--- config.mk ---
export PLATFORM = sky130hd
export DESIGN_NAME = modified_real_to_binary64_unit
export DESIGN_NICKNAME = d
export VERILOG_FILES = /design/src/hw/rtl/mrb_pkg.sv /design/src/hw/rtl/mrb_decode.sv /design/src/hw/rtl/mrb_lzd.sv /design/src/hw/rtl/mrb_pack.sv /design/src/hw/rtl/modified_real_to_binary64_unit.sv
export VERILOG_INCLUDE_DIRS = /design/src /design/src/hw/rtl
export SDC_FILE = /design/constraint.sdc
export NUM_CORES = 1
export LEC_CHECK = 0
export ABC_CLOCK_PERIOD_IN_PS = 6400
export BUFFER_PORTS_ARGS = -buffer_cell sky130_fd_sc_hd__buf_2
export CELL_PAD_IN_SITES_DETAIL_PLACEMENT = 1
export CELL_PAD_IN_SITES_GLOBAL_PLACEMENT = 1
export CORE_MARGIN = 8
export CORE_UTILIZATION = 30
export CTS_BUF_LIST = sky130_fd_sc_hd__clkbuf_4 sky130_fd_sc_hd__clkbuf_8 sky130_fd_sc_hd__clkbuf_16
export DETAILED_ROUTE_END_ITERATION = 16
export PLACE_DENSITY_LB_ADDON = 0.3
export SLEW_MARGIN = 20
export SYNTH_ARGS = -nofsm -noshare
export SYNTH_HDL_FRONTEND = slang
export SYNTH_HIERARCHICAL = 1
export SYNTH_SLANG_ARGS = --single-unit
--- constraint.sdc ---
create_clock -name clk -period 6.4 [get_ports clk]
set_clock_uncertainty 0.05 [all_clocks]
set_input_delay 0.64 -clock clk [delete_from_list [all_inputs] [get_ports clk]]
set_output_delay 0.64 -clock clk [all_outputs]
set_load 0.005 [all_outputs]
--- src/hw/rtl/modified_real_to_binary64_unit_assert.svh ---
// Assertion macros for the modified real to binary64 unit.
// Used by the pipeline modules; needs clk and arst_n in scope.
`ifndef MODIFIED_REAL_TO_BINARY64_UNIT_ASSERT_SVH
`define MODIFIED_REAL_TO_BINARY64_UNIT_ASSERT_SVH
// implication checked on every clock edge outside reset
`define MRB_ASSERT_IMPL(lbl, ante, cons) \
	lbl: assert property (@(posedge clk) disable iff (!arst_n) (ante) |-> (cons)) \
		else $error("assertion failed");
// implication checked in the cycle after the antecedent
`define MRB_ASSERT_NEXT(lbl, ante, cons) \
	lbl: assert property (@(posedge clk) disable iff (!arst_n) (ante) |=> (cons)) \
		else $error("assertion failed");
`endif

--- src/hw/rtl/mrb_pkg.sv ---
// Package for the modified real to binary64 unit: class codes and the
// stage records passed between pipeline modules. No dependencies.
package mrb_pkg;
	typedef enum logic [2:0] {
		CLS_ZERO   = 3'd0,
		CLS_DENORM = 3'd1,
		CLS_NORMAL = 3'd2,
		CLS_INF    = 3'd3,
		CLS_NAN    = 3'd4
	} cls_t;

	localparam logic [8:0]  EXP_ONES    = 9'd511;
	localparam logic [10:0] D_EXP_ONES  = 11'h7FF;
	localparam logic [10:0] NORM_BIAS   = 11'd768;
	localparam logic [10:0] DENORM_BIAS = 11'd747;

	// stage 1 record: decoded fields
	typedef struct packed {
		logic        neg;
		cls_t        cls;
		logic [8:0]  expo;
		logic [21:0] frac;
	} dec_t;

	// stage 2 record: leading-one position found
	typedef struct packed {
		logic        neg;
		cls_t        cls;
		logic [8:0]  expo;
		logic [21:0] frac;
		logic [4:0]  pos;
	} lzd_t;
endpackage

--- src/hw/rtl/mrb_decode.sv ---
// Stage 1: split the word and classify it.
// Depends on mrb_pkg.
module mrb_decode (
	input  logic              clk,
	input  logic              arst_n,
	input  logic              in_vld,
	input  logic [31:0]       raw_word,
	output logic              vld_s1,
	output mrb_pkg::dec_t     dec_s1
);
	logic [8:0]    expo;
	logic [21:0]   frac;
	mrb_pkg::cls_t cls;

	assign expo = raw_word[30:22];
	assign frac = raw_word[21:0];

	always_comb begin
		priority if (expo == 9'd0 && frac == 22'd0) cls = mrb_pkg::CLS_ZERO;
		else if (expo == mrb_pkg::EXP_ONES && frac == 22'd0) cls = mrb_pkg::CLS_INF;
		else if (expo == mrb_pkg::EXP_ONES) cls = mrb_pkg::CLS_NAN;
		else if (expo != 9'd0) cls = mrb_pkg::CLS_NORMAL;
		else cls = mrb_pkg::CLS_DENORM;
	end

	always_ff @(posedge clk or negedge arst_n) begin
		if (!arst_n) begin
			vld_s1 <= 1'b0;
		end else begin
			vld_s1 <= in_vld;
		end
	end

	always_ff @(posedge clk) begin
		if (in_vld) begin
			dec_s1 <= '{neg: raw_word[31], cls: cls, expo: expo, frac: frac};
		end
	end
endmodule

--- src/hw/rtl/mrb_lzd.sv ---
// Stage 2: leading-one search over the 22-bit fraction.
// Depends on mrb_pkg and the assertion header.
`include "modified_real_to_binary64_unit_assert.svh"
module mrb_lzd (
	input  logic              clk,
	input  logic              arst_n,
	input  logic              vld_s1,
	input  mrb_pkg::dec_t     dec_s1,
	output logic              vld_s2,
	output mrb_pkg::lzd_t     lzd_s2
);
	logic [4:0] pos;

	always_comb begin
		pos = 5'd0;
		for (int i = 0; i < 22; i++) begin
			if (dec_s1.frac[i]) pos = 5'(i);
		end
	end

	always_ff @(posedge clk or negedge arst_n) begin
		if (!arst_n) begin
			vld_s2 <= 1'b0;
		end else begin
			vld_s2 <= vld_s1;
		end
	end

	always_ff @(posedge clk) begin
		if (vld_s1) begin
			lzd_s2 <= '{neg: dec_s1.neg, cls: dec_s1.cls, expo: dec_s1.expo,
				frac: dec_s1.frac, pos: pos};
		end
	end

	`MRB_ASSERT_IMPL(a_pos_set, vld_s2 && lzd_s2.cls == mrb_pkg::CLS_DENORM,
		lzd_s2.frac[lzd_s2.pos])
	`MRB_ASSERT_NEXT(a_vld_flow, vld_s1, vld_s2)
endmodule

--- src/hw/rtl/mrb_pack.sv ---
// Stage 3: shift the fraction and assemble the binary64 pattern.
// Depends on mrb_pkg and the assertion header.
`include "modified_real_to_binary64_unit_assert.svh"
module mrb_pack (
	input  logic              clk,
	input  logic              arst_n,
	input  logic              vld_s2,
	input  mrb_pkg::lzd_t     lzd_s2,
	output logic              vld_s3,
	output logic [2:0]        cls_s3,
	output logic              neg_s3,
	output logic [63:0]       bits_s3
);
	logic [10:0] dexp;
	logic [51:0] dfrac;
	logic [51:0] shifted;

	// drop the leading one by shifting it past the top of the fraction
	assign shifted = {30'd0, lzd_s2.frac} << (6'd52 - {1'b0, lzd_s2.pos});

	always_comb begin
		unique case (lzd_s2.cls)
			mrb_pkg::CLS_ZERO: begin
				dexp = 11'd0; dfrac = 52'd0;
			end
			mrb_pkg::CLS_INF: begin
				dexp = mrb_pkg::D_EXP_ONES; dfrac = 52'd0;
			end
			mrb_pkg::CLS_NAN: begin
				dexp = mrb_pkg::D_EXP_ONES;
				dfrac = {lzd_s2.frac, 30'd0} | {1'b1, 51'd0};
			end
			mrb_pkg::CLS_NORMAL: begin
				dexp = {2'b00, lzd_s2.expo} + mrb_pkg::NORM_BIAS;
				dfrac = {lzd_s2.frac, 30'd0};
			end
			default: begin
				dexp = {6'd0, lzd_s2.pos} + mrb_pkg::DENORM_BIAS;
				dfrac = shifted;
			end
		endcase
	end

	always_ff @(posedge clk or negedge arst_n) begin
		if (!arst_n) begin
			vld_s3 <= 1'b0;
		end else begin
			vld_s3 <= vld_s2;
		end
	end

	always_ff @(posedge clk) begin
		if (vld_s2) begin
			cls_s3  <= lzd_s2.cls;
			neg_s3  <= lzd_s2.neg;
			bits_s3 <= {lzd_s2.neg, dexp, dfrac};
		end
	end

	`MRB_ASSERT_IMPL(a_sign_match, vld_s3, bits_s3[63] == neg_s3)
	`MRB_ASSERT_IMPL(a_exp_ones, vld_s3 && (cls_s3 == mrb_pkg::CLS_INF
		|| cls_s3 == mrb_pkg::CLS_NAN), bits_s3[62:52] == mrb_pkg::D_EXP_ONES)
endmodule

--- src/hw/rtl/modified_real_to_binary64_unit.sv ---
// Modified single real to IEEE-754 binary64 converter, top level.
// Depends on mrb_pkg, mrb_decode, mrb_lzd and mrb_pack.
//
// Usage:
//   Drive raw_word and pulse start; a word transfers at each rising edge
//   with start high and busy low. busy is always low: one word may enter
//   every cycle.
//   Each word yields one result on value_class, sign_negative and
//   double_bits, marked by done for exactly one cycle.
// Stages: decode, leading-one search and pack, in that order, one register
//   stage each; done is the valid bit registered at the pack stage.
// Throughput: one word per cycle, set by the three-stage pipeline.
// Reset: arst_n low clears all valid bits; no result appears until a word
//   is taken after reset. Payload registers are not reset.
// The receiver cannot stall: results appear once and must be taken.
// Conversion is exact; zero keeps its sign, NaN becomes a quiet NaN.
module modified_real_to_binary64_unit (
	input  logic        clk,
	input  logic        arst_n,
	input  logic        start,
	output logic        busy,
	input  logic [31:0] raw_word,
	output logic        done,
	output logic [2:0]  value_class,
	output logic        sign_negative,
	output logic [63:0] double_bits
);
	logic          vld_s1;
	logic          vld_s2;
	mrb_pkg::dec_t dec_s1;
	mrb_pkg::lzd_t lzd_s2;

	assign busy = 1'b0;

	mrb_decode u_decode (
		.clk(clk), .arst_n(arst_n), .in_vld(start && !busy), .raw_word(raw_word),
		.vld_s1(vld_s1), .dec_s1(dec_s1)
	);

	mrb_lzd u_lzd (
		.clk(clk), .arst_n(arst_n), .vld_s1(vld_s1), .dec_s1(dec_s1),
		.vld_s2(vld_s2), .lzd_s2(lzd_s2)
	);

	mrb_pack u_pack (
		.clk(clk), .arst_n(arst_n), .vld_s2(vld_s2), .lzd_s2(lzd_s2),
		.vld_s3(done), .cls_s3(value_class), .neg_s3(sign_negative),
		.bits_s3(double_bits)
	);
endmodule
==> results.md, run 1 <==
- Buf+Inv Stages, Crit Path: 3
- Share of layout cells above drive strength 1: 0.2963
- R2R setup slack: 2360 ps
- Crit path DAT: roughly 4200 ps
- Crit. End Element: flip-flop
- Gpl congestion: 0.9017
- Antenna-violating nets left: 0
- Core ar.: 23470 um2
- Status: completed
- Initial core utilization: 0.3049
- Worst path required time: 6590 ps
- DP HPWL: 15.41 mm
- Post-synth top cells: edfxtp_1 (142), nor2_1 (47), nand2_1 (37)
- DRC Markers: 0
- CTS Buf Count: 17
- Initial DRC count: between 300 and 400
- PnR worst setup slack: 2355 ps
- Synth-to-layout area growth: 19.79%
- Tmin final: 4045 ps
- Placed Area: between 7000 and 8000 um2
- Final nets: 672
- TritonCTS clock tree: yes
- Hold EP: u_decode/dec_s1[34]
- FF-to-FF Start: u_lzd/lzd_s2[0]
- Crit start category: flip-flop
- Synth Area in Compound Gates: 0.1166
- Largest family of logic cells by synthesized area: multiplexers
- Post-Layout Inst Area: 8573 um2
- Rel. slew slack: 0.3342
- Leakage: ~3.2 nW
- Adder-Cell Fraction of Synth Area: 0.003497
- Vias in the first global route: ~5200
- CP peak stage delay: 1000 ps
- Die span in x: 170.5 um
- Maximum number of pins on one net before global-route repair: 64
- Max_cap viols: 0
- Met1 global-route usage: 0.1829
- Most instantiated library cell after synthesis: edfxtp_1
- Final hold violations: 0
- Worst Path Max Fanout: 32
- Num rows: 56
- TritonRoute pass-1 iters: 4
- Simple-gate share of the synthesized area: 0.1030
- GR peak layer: met2
- Post-synth cell types: around 70
- Final Cycle Share: 0.6320
- Critical path, cell by cell: buf_4 -> inv_2 -> ha_1 -> buf_4 -> mux2i_1 -> mux4_2 -> nor4_1 -> o31ai_1 -> a31oi_1
- Leading area contributor after synthesis: edfxtp_1
- Cell mode on critical path: buf_4
- Synth Area in XOR/XNOR: 0.01119
- Min-Delay Path Class: in2reg
- GRT Overall Usage: 0.1448
- Die area: 29050 um2
- Drt via density: 5.067
- Primary FF master, synth: edfxtp_1
- Synthesized flop and latch total: 145
- Ys async rst share: 0.02069
- WL final: 20.47 mm
- Num ports: 105
- Max clock buf depth: 2
- Pins Over Slew Limit: 0
- R2R depth: 9
- Max stage delay cell, worst path: ha_1
- Cells after synthesis: 524
- # H-tree levels: 4
- Sequential area share after synthesis: 0.6063
- N_diodes: 0
- Clock Latency Late Sink: 420 ps
- Clk sinks: 145
- Global-route wire length before repair: 31.88 mm
- Actual slew at the worst max-slew pin: 997.2 ps
- Gr ovfl total: 0
- Root buffer cell: clkbuf_16
- Hold depth: 1
- Final setup violation count: 0
- YS warnings: 6
- Crit path max-delay family: adder cells
- Critical Setup Path Class: reg2reg
- Yosys top cell area share: 0.5958
- Syn_area_per_cell: 13.66 um2
- Dpl ws: 2369 ps
- PD cells: 322.2 nW/um2
- Worst hold slack: roughly 340 ps
- RSZ-0062 raised after global routing: no
- Post-synth EDFFs: about 140
- Met3 Track Usage GR: 0.03614
- Peak VDD IR: 0.0001767 V
- Setup_tns: 0 ps
- Proportion of synthesized area in mux cells: 0.1290
- Hold Crit Start: raw_word[31]
- Input/output buffers: roughly 100
- Clk slew on worst S/H paths: 60 ps
- Top post-synthesis cells by area: edfxtp_1 (60%), mux4_2 (5.7%), mux2i_1 (2.9%)
- Drt wl/cell: 21.17 um
- Post-CTS setup repair buffer count: 0
- M2 GR Usage: 0.2338
- Fmax: 247.2 MHz
- Fill count: 2511
- Post-synth design cell area: 7157 um2
- Initial antenna violation count: 0
- Chip Height: 170.5 um
- Worst r2r dst: u_pack/bits_s3[48]
- Via count: 4900
==> what timing repair did <==
action	4_1_cts	5_1_grt
gates resized for setup	0	0
hold endpoints to repair	3	0
endpoints found under the setup margin	0	0
hold buffers	1	0
==> flip-flops by register name (all words and copies together), names as in the netlist <==
| name | flops |
|---|---|
| u_decode/dec_s1 | 35 |
| u_pack/bits_s3 | 63 |
| u_pack/vld_s3 | 1 |
| u_pack/cls_s3 | 3 |
| u_decode/vld_s1 | 1 |
| u_lzd/lzd_s2 | 40 |
| u_lzd/vld_s2 | 1 |
| u_pack/neg_s3 | 1 |
==> where the power goes <==
part           internal (mW)  total (mW)  switching, mW
Clock                  0.550       0.961          0.411
Combinational          0.241       0.600          0.359
Sequential              1.14        1.20         0.0632
Total                   1.93        2.76          0.833
==> cells by family (layout without fill, tap and decap cells) <==
kind of cell	Yosys count	count (layout)
buffers and inverters	38	155
and+or+nand+nor	146	146
xor gates and xnor gates	4	4
adders and majority gates	2	2
AOI/OAI and AO/OA	123	123
DFF	145	145
other	2	9
muxes	64	64
==> metrics by stage <==
stage | util | power, mW | instances
2_1_floorplan | - | 1.611 | 531
3_3_place_gp | 0.3407 | 1.809 | 934
3_5_place_dp | 0.3407 | 1.816 | 934
4_1_cts | 0.3652 | 2.786 | 967
5_1_grt | 0.3652 | 2.873 | 967
6_report | 0.3652 | 2.762 | 967
==> how the worst max path moves through the flow <==
stage,to,from,slack [ps],depth (start not counted)
detailed placement,u_pack/bits_s3[33],u_lzd/lzd_s2[0],2370,9
global route,u_pack/bits_s3[48],u_lzd/lzd_s2[0],2130,9
floorplan,u_pack/bits_s3[41],u_lzd/lzd_s2[0],3340,11
finish,u_pack/bits_s3[48],u_lzd/lzd_s2[0],2360,9
CTS,u_pack/bits_s3[33],u_lzd/lzd_s2[0],2360,9
global placement,u_pack/bits_s3[48],u_lzd/lzd_s2[0],2450,9
==> area by class of cell <==
type / count / area (um2) / area share
Sequential cell: 145 / 4340 / 0.5063
Multi-Input combinational cell: 348 / 2634 / 0.3072
Timing Repair Buffer: 114 / 600.6 / 0.07005
Clock buffer: 19 / 440.4 / 0.05137
Tap cell: 319 / 399.1 / 0.04656
Clock inverter: 13 / 125.1 / 0.01459
Inverter: 9 / 33.78 / 0.003940
==> cell usage in the layout, fill, tap and decap left out, types with 3 or more instances in the layout <==
cell type / n
a211oi_1: 4
o31ai_1: 3
nor2_1: 47
mux2_2: 10
mux4_2: 18
o221ai_1: 7
o21ai_1: 14
and2_1: 5
nand4_1: 5
mux2_1: 12
or3_1: 4
inv_6: 6
nand3_1: 6
a21oi_1: 33
nand2b_1: 5
o21ai_0: 5
inv_1: 8
clkbuf_16: 17
nor4_1: 11
o22ai_1: 7
a221o_1: 5
a31oi_1: 6
conb_1: 9
edfxtp_1: 142
o21a_1: 7
mux2i_1: 21
nor3_1: 9
buf_2: 103
a22oi_1: 5
buf_4: 10
nand2_1: 37
==> layer usage <==
metal	part of all wire	wire length [um]
met1	0.44	9092
met5	0	0
met2	0.49	9952
met4	0.017	348
met3	0.053	1076
Power figures use the tool's default switching activity.
==> run 2: changes to the inputs <==
--- a/config.mk
+++ b/config.mk
@@ -6,7 +6,8 @@
 export SDC_FILE = /design/constraint.sdc
 export NUM_CORES = 1
 export LEC_CHECK = 0
-export ABC_CLOCK_PERIOD_IN_PS = 6400
+export ABC_AREA = 1
+export ABC_CLOCK_PERIOD_IN_PS = 4000
 export BUFFER_PORTS_ARGS = -buffer_cell sky130_fd_sc_hd__buf_2
 export CELL_PAD_IN_SITES_DETAIL_PLACEMENT = 1
 export CELL_PAD_IN_SITES_GLOBAL_PLACEMENT = 1
==> constraint.sdc (replaced) <==
create_clock -name clk -period 4 [get_ports clk]
set_clock_uncertainty 0.05 [all_clocks]
set_input_delay 0.4 -clock clk [delete_from_list [all_inputs] [get_ports clk]]
set_output_delay 0.4 -clock clk [all_outputs]
set_load 0.005 [all_outputs]
==> run 2 against run 1 <==
Net effect:
- critical path depth rose by 3
- critical endpoint is now u_pack/bits_s3[40]
- sequential cell count did not move
- final area rose by 0.18%
==> results.md, run 2 <==
- Initial antenna violation count: 0 (unchanged)
- Rel. slew slack: 0.4472 (+0.1130)
- Via count: 5740 (+17%)
- Status: completed
- Actual slew at the worst max-slew pin: 827.2 ps (-170.0 ps)
- Reg power frac: 0.429 (-0.006)
- Largest registers: u_pack/bits_s3 (63), u_lzd/lzd_s2 (40), u_decode/dec_s1 (35)
- Synth-to-layout area growth: 18.45%
- Setup_tns: 0 ps (unchanged)
- Ys async rst share: 0.02069 (unchanged)
- Synth Area in XOR/XNOR: 0 (-0.01119)
- Hold depth: 1 (unchanged)
- Vias in the first global route: 5622 (+7.1%)
- Hold Crit Start: raw_word[31]
- Input/output buffers: 103 (unchanged)
- Critical Setup Path Class: reg2reg
- Final hold violations: 0 (unchanged)
- Top post-synthesis cells by area: edfxtp_1 (59%), nand3_1 (9.7%), nand2_1 (8.1%)
- Max clock buf depth: 2 (unchanged)
- Final Cycle Share: 0.7114 (+0.07945)
- Drt wl/cell: 18.31 um (-14%)
- Die span in x: 171.5 um (+0.59%)
- WL final: 21.50 mm (+5.0%)
- Antenna-violating nets left: 0 (unchanged)
- Leakage: 3.637 nW (+12%)
- Worst r2r dst: u_pack/bits_s3[40]
- Worst Path Max Fanout: 25 (-22%)
- Post-synth top cells: nand2_1 (157), edfxtp_1 (142), nand3_1 (140)
- R2R depth: 12 (+3)
- Final nets: 874 (+30%)
- Core ar.: 24030 um2 (+2.4%)
- Tmin final: 2846 ps (-1199 ps)
- Switch share: 0.3084 (+0.006803)
- GRT Overall Usage: 0.1484 (+0.003522)
- TritonRoute pass-1 iters: 5 (+1)
- Global-route wire length before repair: 32.89 mm (+3.2%)
- Max_cap viols: 0 (unchanged)
- Post-Layout Inst Area: 8588 um2 (+0.18%)
- Num ports: 105 (unchanged)
- Gr ovfl total: 0 (unchanged)
- Gate power share: 0.197 (-0.020)
- Post-synth cell types: 38 (-47%)
- Cells after synthesis: 739 (+41%)
- Initial DRC count: 475 (+34%)
- DRC Markers: 0 (unchanged)
- Gpl congestion: 0.9072 (+0.61%)
- Clk sinks: 145 (unchanged)
- R2R setup slack: 1150 ps (-1200 ps)
- Cts repair resizes: 0 (unchanged)
- YS warnings: 6 (unchanged)
- Clk slew on worst S/H paths: 60 ps (about the same)
- Leading area contributor after synthesis: edfxtp_1
- Maximum number of pins on one net before global-route repair: 42 (-34%)
- Sequential area share after synthesis: 0.5984 (-0.007847)
- Num rows: 57 (+1.8%)
- Crit. End Element: flip-flop
- Largest family of logic cells by synthesized area: simple AND/OR/NAND/NOR gates
- PD cells: 516.6 nW/um2 (+60%)
- Proportion of synthesized area in mux cells: 0 (-0.1290)
- FF-to-FF Start: u_lzd/lzd_s2[0]
- Chip Height: 171.5 um (+0.59%)
- Post-synth EDFFs: 142 (unchanged)
- Synthesized flop and latch total: 145 (unchanged)
- CTS Buf Count: 17 (unchanged)
- Simple-gate share of the synthesized area: 0.2604 (+0.1574)
- Max reg flops: 63 (unchanged)
- Yosys top cell area share: 0.5881 (-0.007711)
- Die area: 29400 um2 (+1.2%)
- Synth Area in Compound Gates: 0.07437 (-0.04223)
- Clock Latency Late Sink: 430 ps (about the same)
- Dpl ws: 1175 ps (-1194 ps)
- Crit start category: flip-flop
- Initial core utilization: 0.3017 (-0.003223)
- Placed Area: 7973 um2 (-0.31%)
- Adder-Cell Fraction of Synth Area: 0.003451 (-0.00004525)
- Syn_area_per_cell: 9.812 um2 (-28%)
- Clk network pwr share: 0.374 (+0.026)
- Sw Pwr: 1.368 mW (+64%)
- Drt via density: 4.889 (-3.5%)
- # H-tree levels: 4 (unchanged)
- Most instantiated library cell after synthesis: nand2_1
- Worst hold slack: 101.9 ps (-239.8 ps)
- RSZ-0062 raised after global routing: no
- DP HPWL: 16.13 mm (+4.7%)
- Share of layout cells above drive strength 1: 0.2129 (-0.08336)
- Crit path DAT: 3090 ps (-1140 ps)
- Total Power: 4.437 mW (+61%)
- Min-Delay Path Class: in2reg
- Root buffer cell: clkbuf_16
- Peak VDD IR: 0.0002136 V (+21%)
- N_diodes: 0 (unchanged)
- Worst path required time: 4240 ps (-2350 ps)
- Commonest non-fill, non-tap cell in the layout: nand2_1
- Pins Over Slew Limit: 0 (unchanged)
- PnR worst setup slack: 1154 ps (-1201 ps)
- Final setup violation count: 0 (unchanged)
- Biggest register: u_pack/bits_s3
- Post-synth design cell area: 7251 um2 (+1.3%)
- Fmax: 351.4 MHz (+42%)
- Most frequent cells in the layout: nand2_1 (157), edfxtp_1 (142), nand3_1 (140)
- Hold EP: u_decode/dec_s1[34]
- Primary FF master, synth: edfxtp_1
- TritonCTS clock tree: yes
- P_int: 3.069 mW (+59%)
- Fill count: 2779 (+11%)
## run 2: cell types whose count changed after synthesis, moves of 12 or more
cell      change
inv_1        +31
mux2_1       -12
buf_2        +16
clkbuf_1     -12
nand2_2      +15
o21ai_0      +15
nor2_1       +14
nand3_1     +134
mux2i_1      -21
a21oi_1      +15
mux4_2       -18
nand2_1     +120
## run 2: critical path, stage by stage, from the launching register on
cell and delay (ps):
edfxtp_1 330, buf_4 290, inv_6 150, ha_1 320, buf_4 230, inv_2 330
nand3_1 210, or2_4 320, nand2_2 70, nand3_1 110, o21ai_1 150, nand2_1 90
nand2_1 80
## run 2: through the flow
step             util  instances
2_1_floorplan       -        746
3_3_place_gp   0.3317       1141
3_5_place_dp   0.3317       1141
4_1_cts        0.3573       1174
5_1_grt        0.3573       1174
6_report       0.3573       1174
## run 2: worst max-delay path by stage
stage	startpoint	endpoint	slack, ps	depth (start not counted)
after floorplan	u_lzd/lzd_s2[0]	u_pack/bits_s3[32]	1850	14
after global placement	u_lzd/lzd_s2[0]	u_pack/bits_s3[40]	1170	12
after detailed placement	u_lzd/lzd_s2[0]	u_pack/bits_s3[40]	1180	12
after CTS	u_lzd/lzd_s2[0]	u_pack/bits_s3[40]	1180	12
after global routing	u_lzd/lzd_s2[0]	u_pack/bits_s3[36]	930	12
final	u_lzd/lzd_s2[0]	u_pack/bits_s3[40]	1150	12
## run 2: routing by layer
metal	track usage	up-vias	wire length (um)
met1	0.2049	2792	10200
met3	0.03076	26	1086
met5	0	-	0
met4	0.04499	0	355
met2	0.2303	157	9854
li1	-	2765	-
## run 2: what timing repair did
action	4_1_cts	5_1_grt
setup buffers	0	0
hold buffers	1	0
hold endpoints to repair	3	0
## run 2: final cells by class
| type | count | area (um2) | share of cell area |
|---|---|---|---|
| clock buffer | 17 | 425.4 | 0.04953 |
| clock inverter | 15 | 180.2 | 0.02098 |
| inverter | 46 | 180.2 | 0.02098 |
| multi-input combinational | 517 | 2486 | 0.2895 |
| sequential | 145 | 4340 | 0.5054 |
| tap | 324 | 405.4 | 0.04720 |
| timing repair buffer | 110 | 570.5 | 0.06643 |
## run 2: kinds of logic (layout without fill, tap and decap cells)
logic type      Yosys count  count (layout)
flops                   145             145
simple gates            406             406
other cells               2               9
buf+inv                  84             188
compound gates          100             100
fa+ha+maj                 2               2
## run 2: power groups by stage
stage	logic (mW)	clock network [mW]	registers, mW
detailed placement	0.869	0	1.94
finish	0.875	1.66	1.90
global placement	0.864	0	1.93
floorplan	0.603	0	1.92
global route	0.970	1.75	1.92
CTS	0.873	1.70	1.91
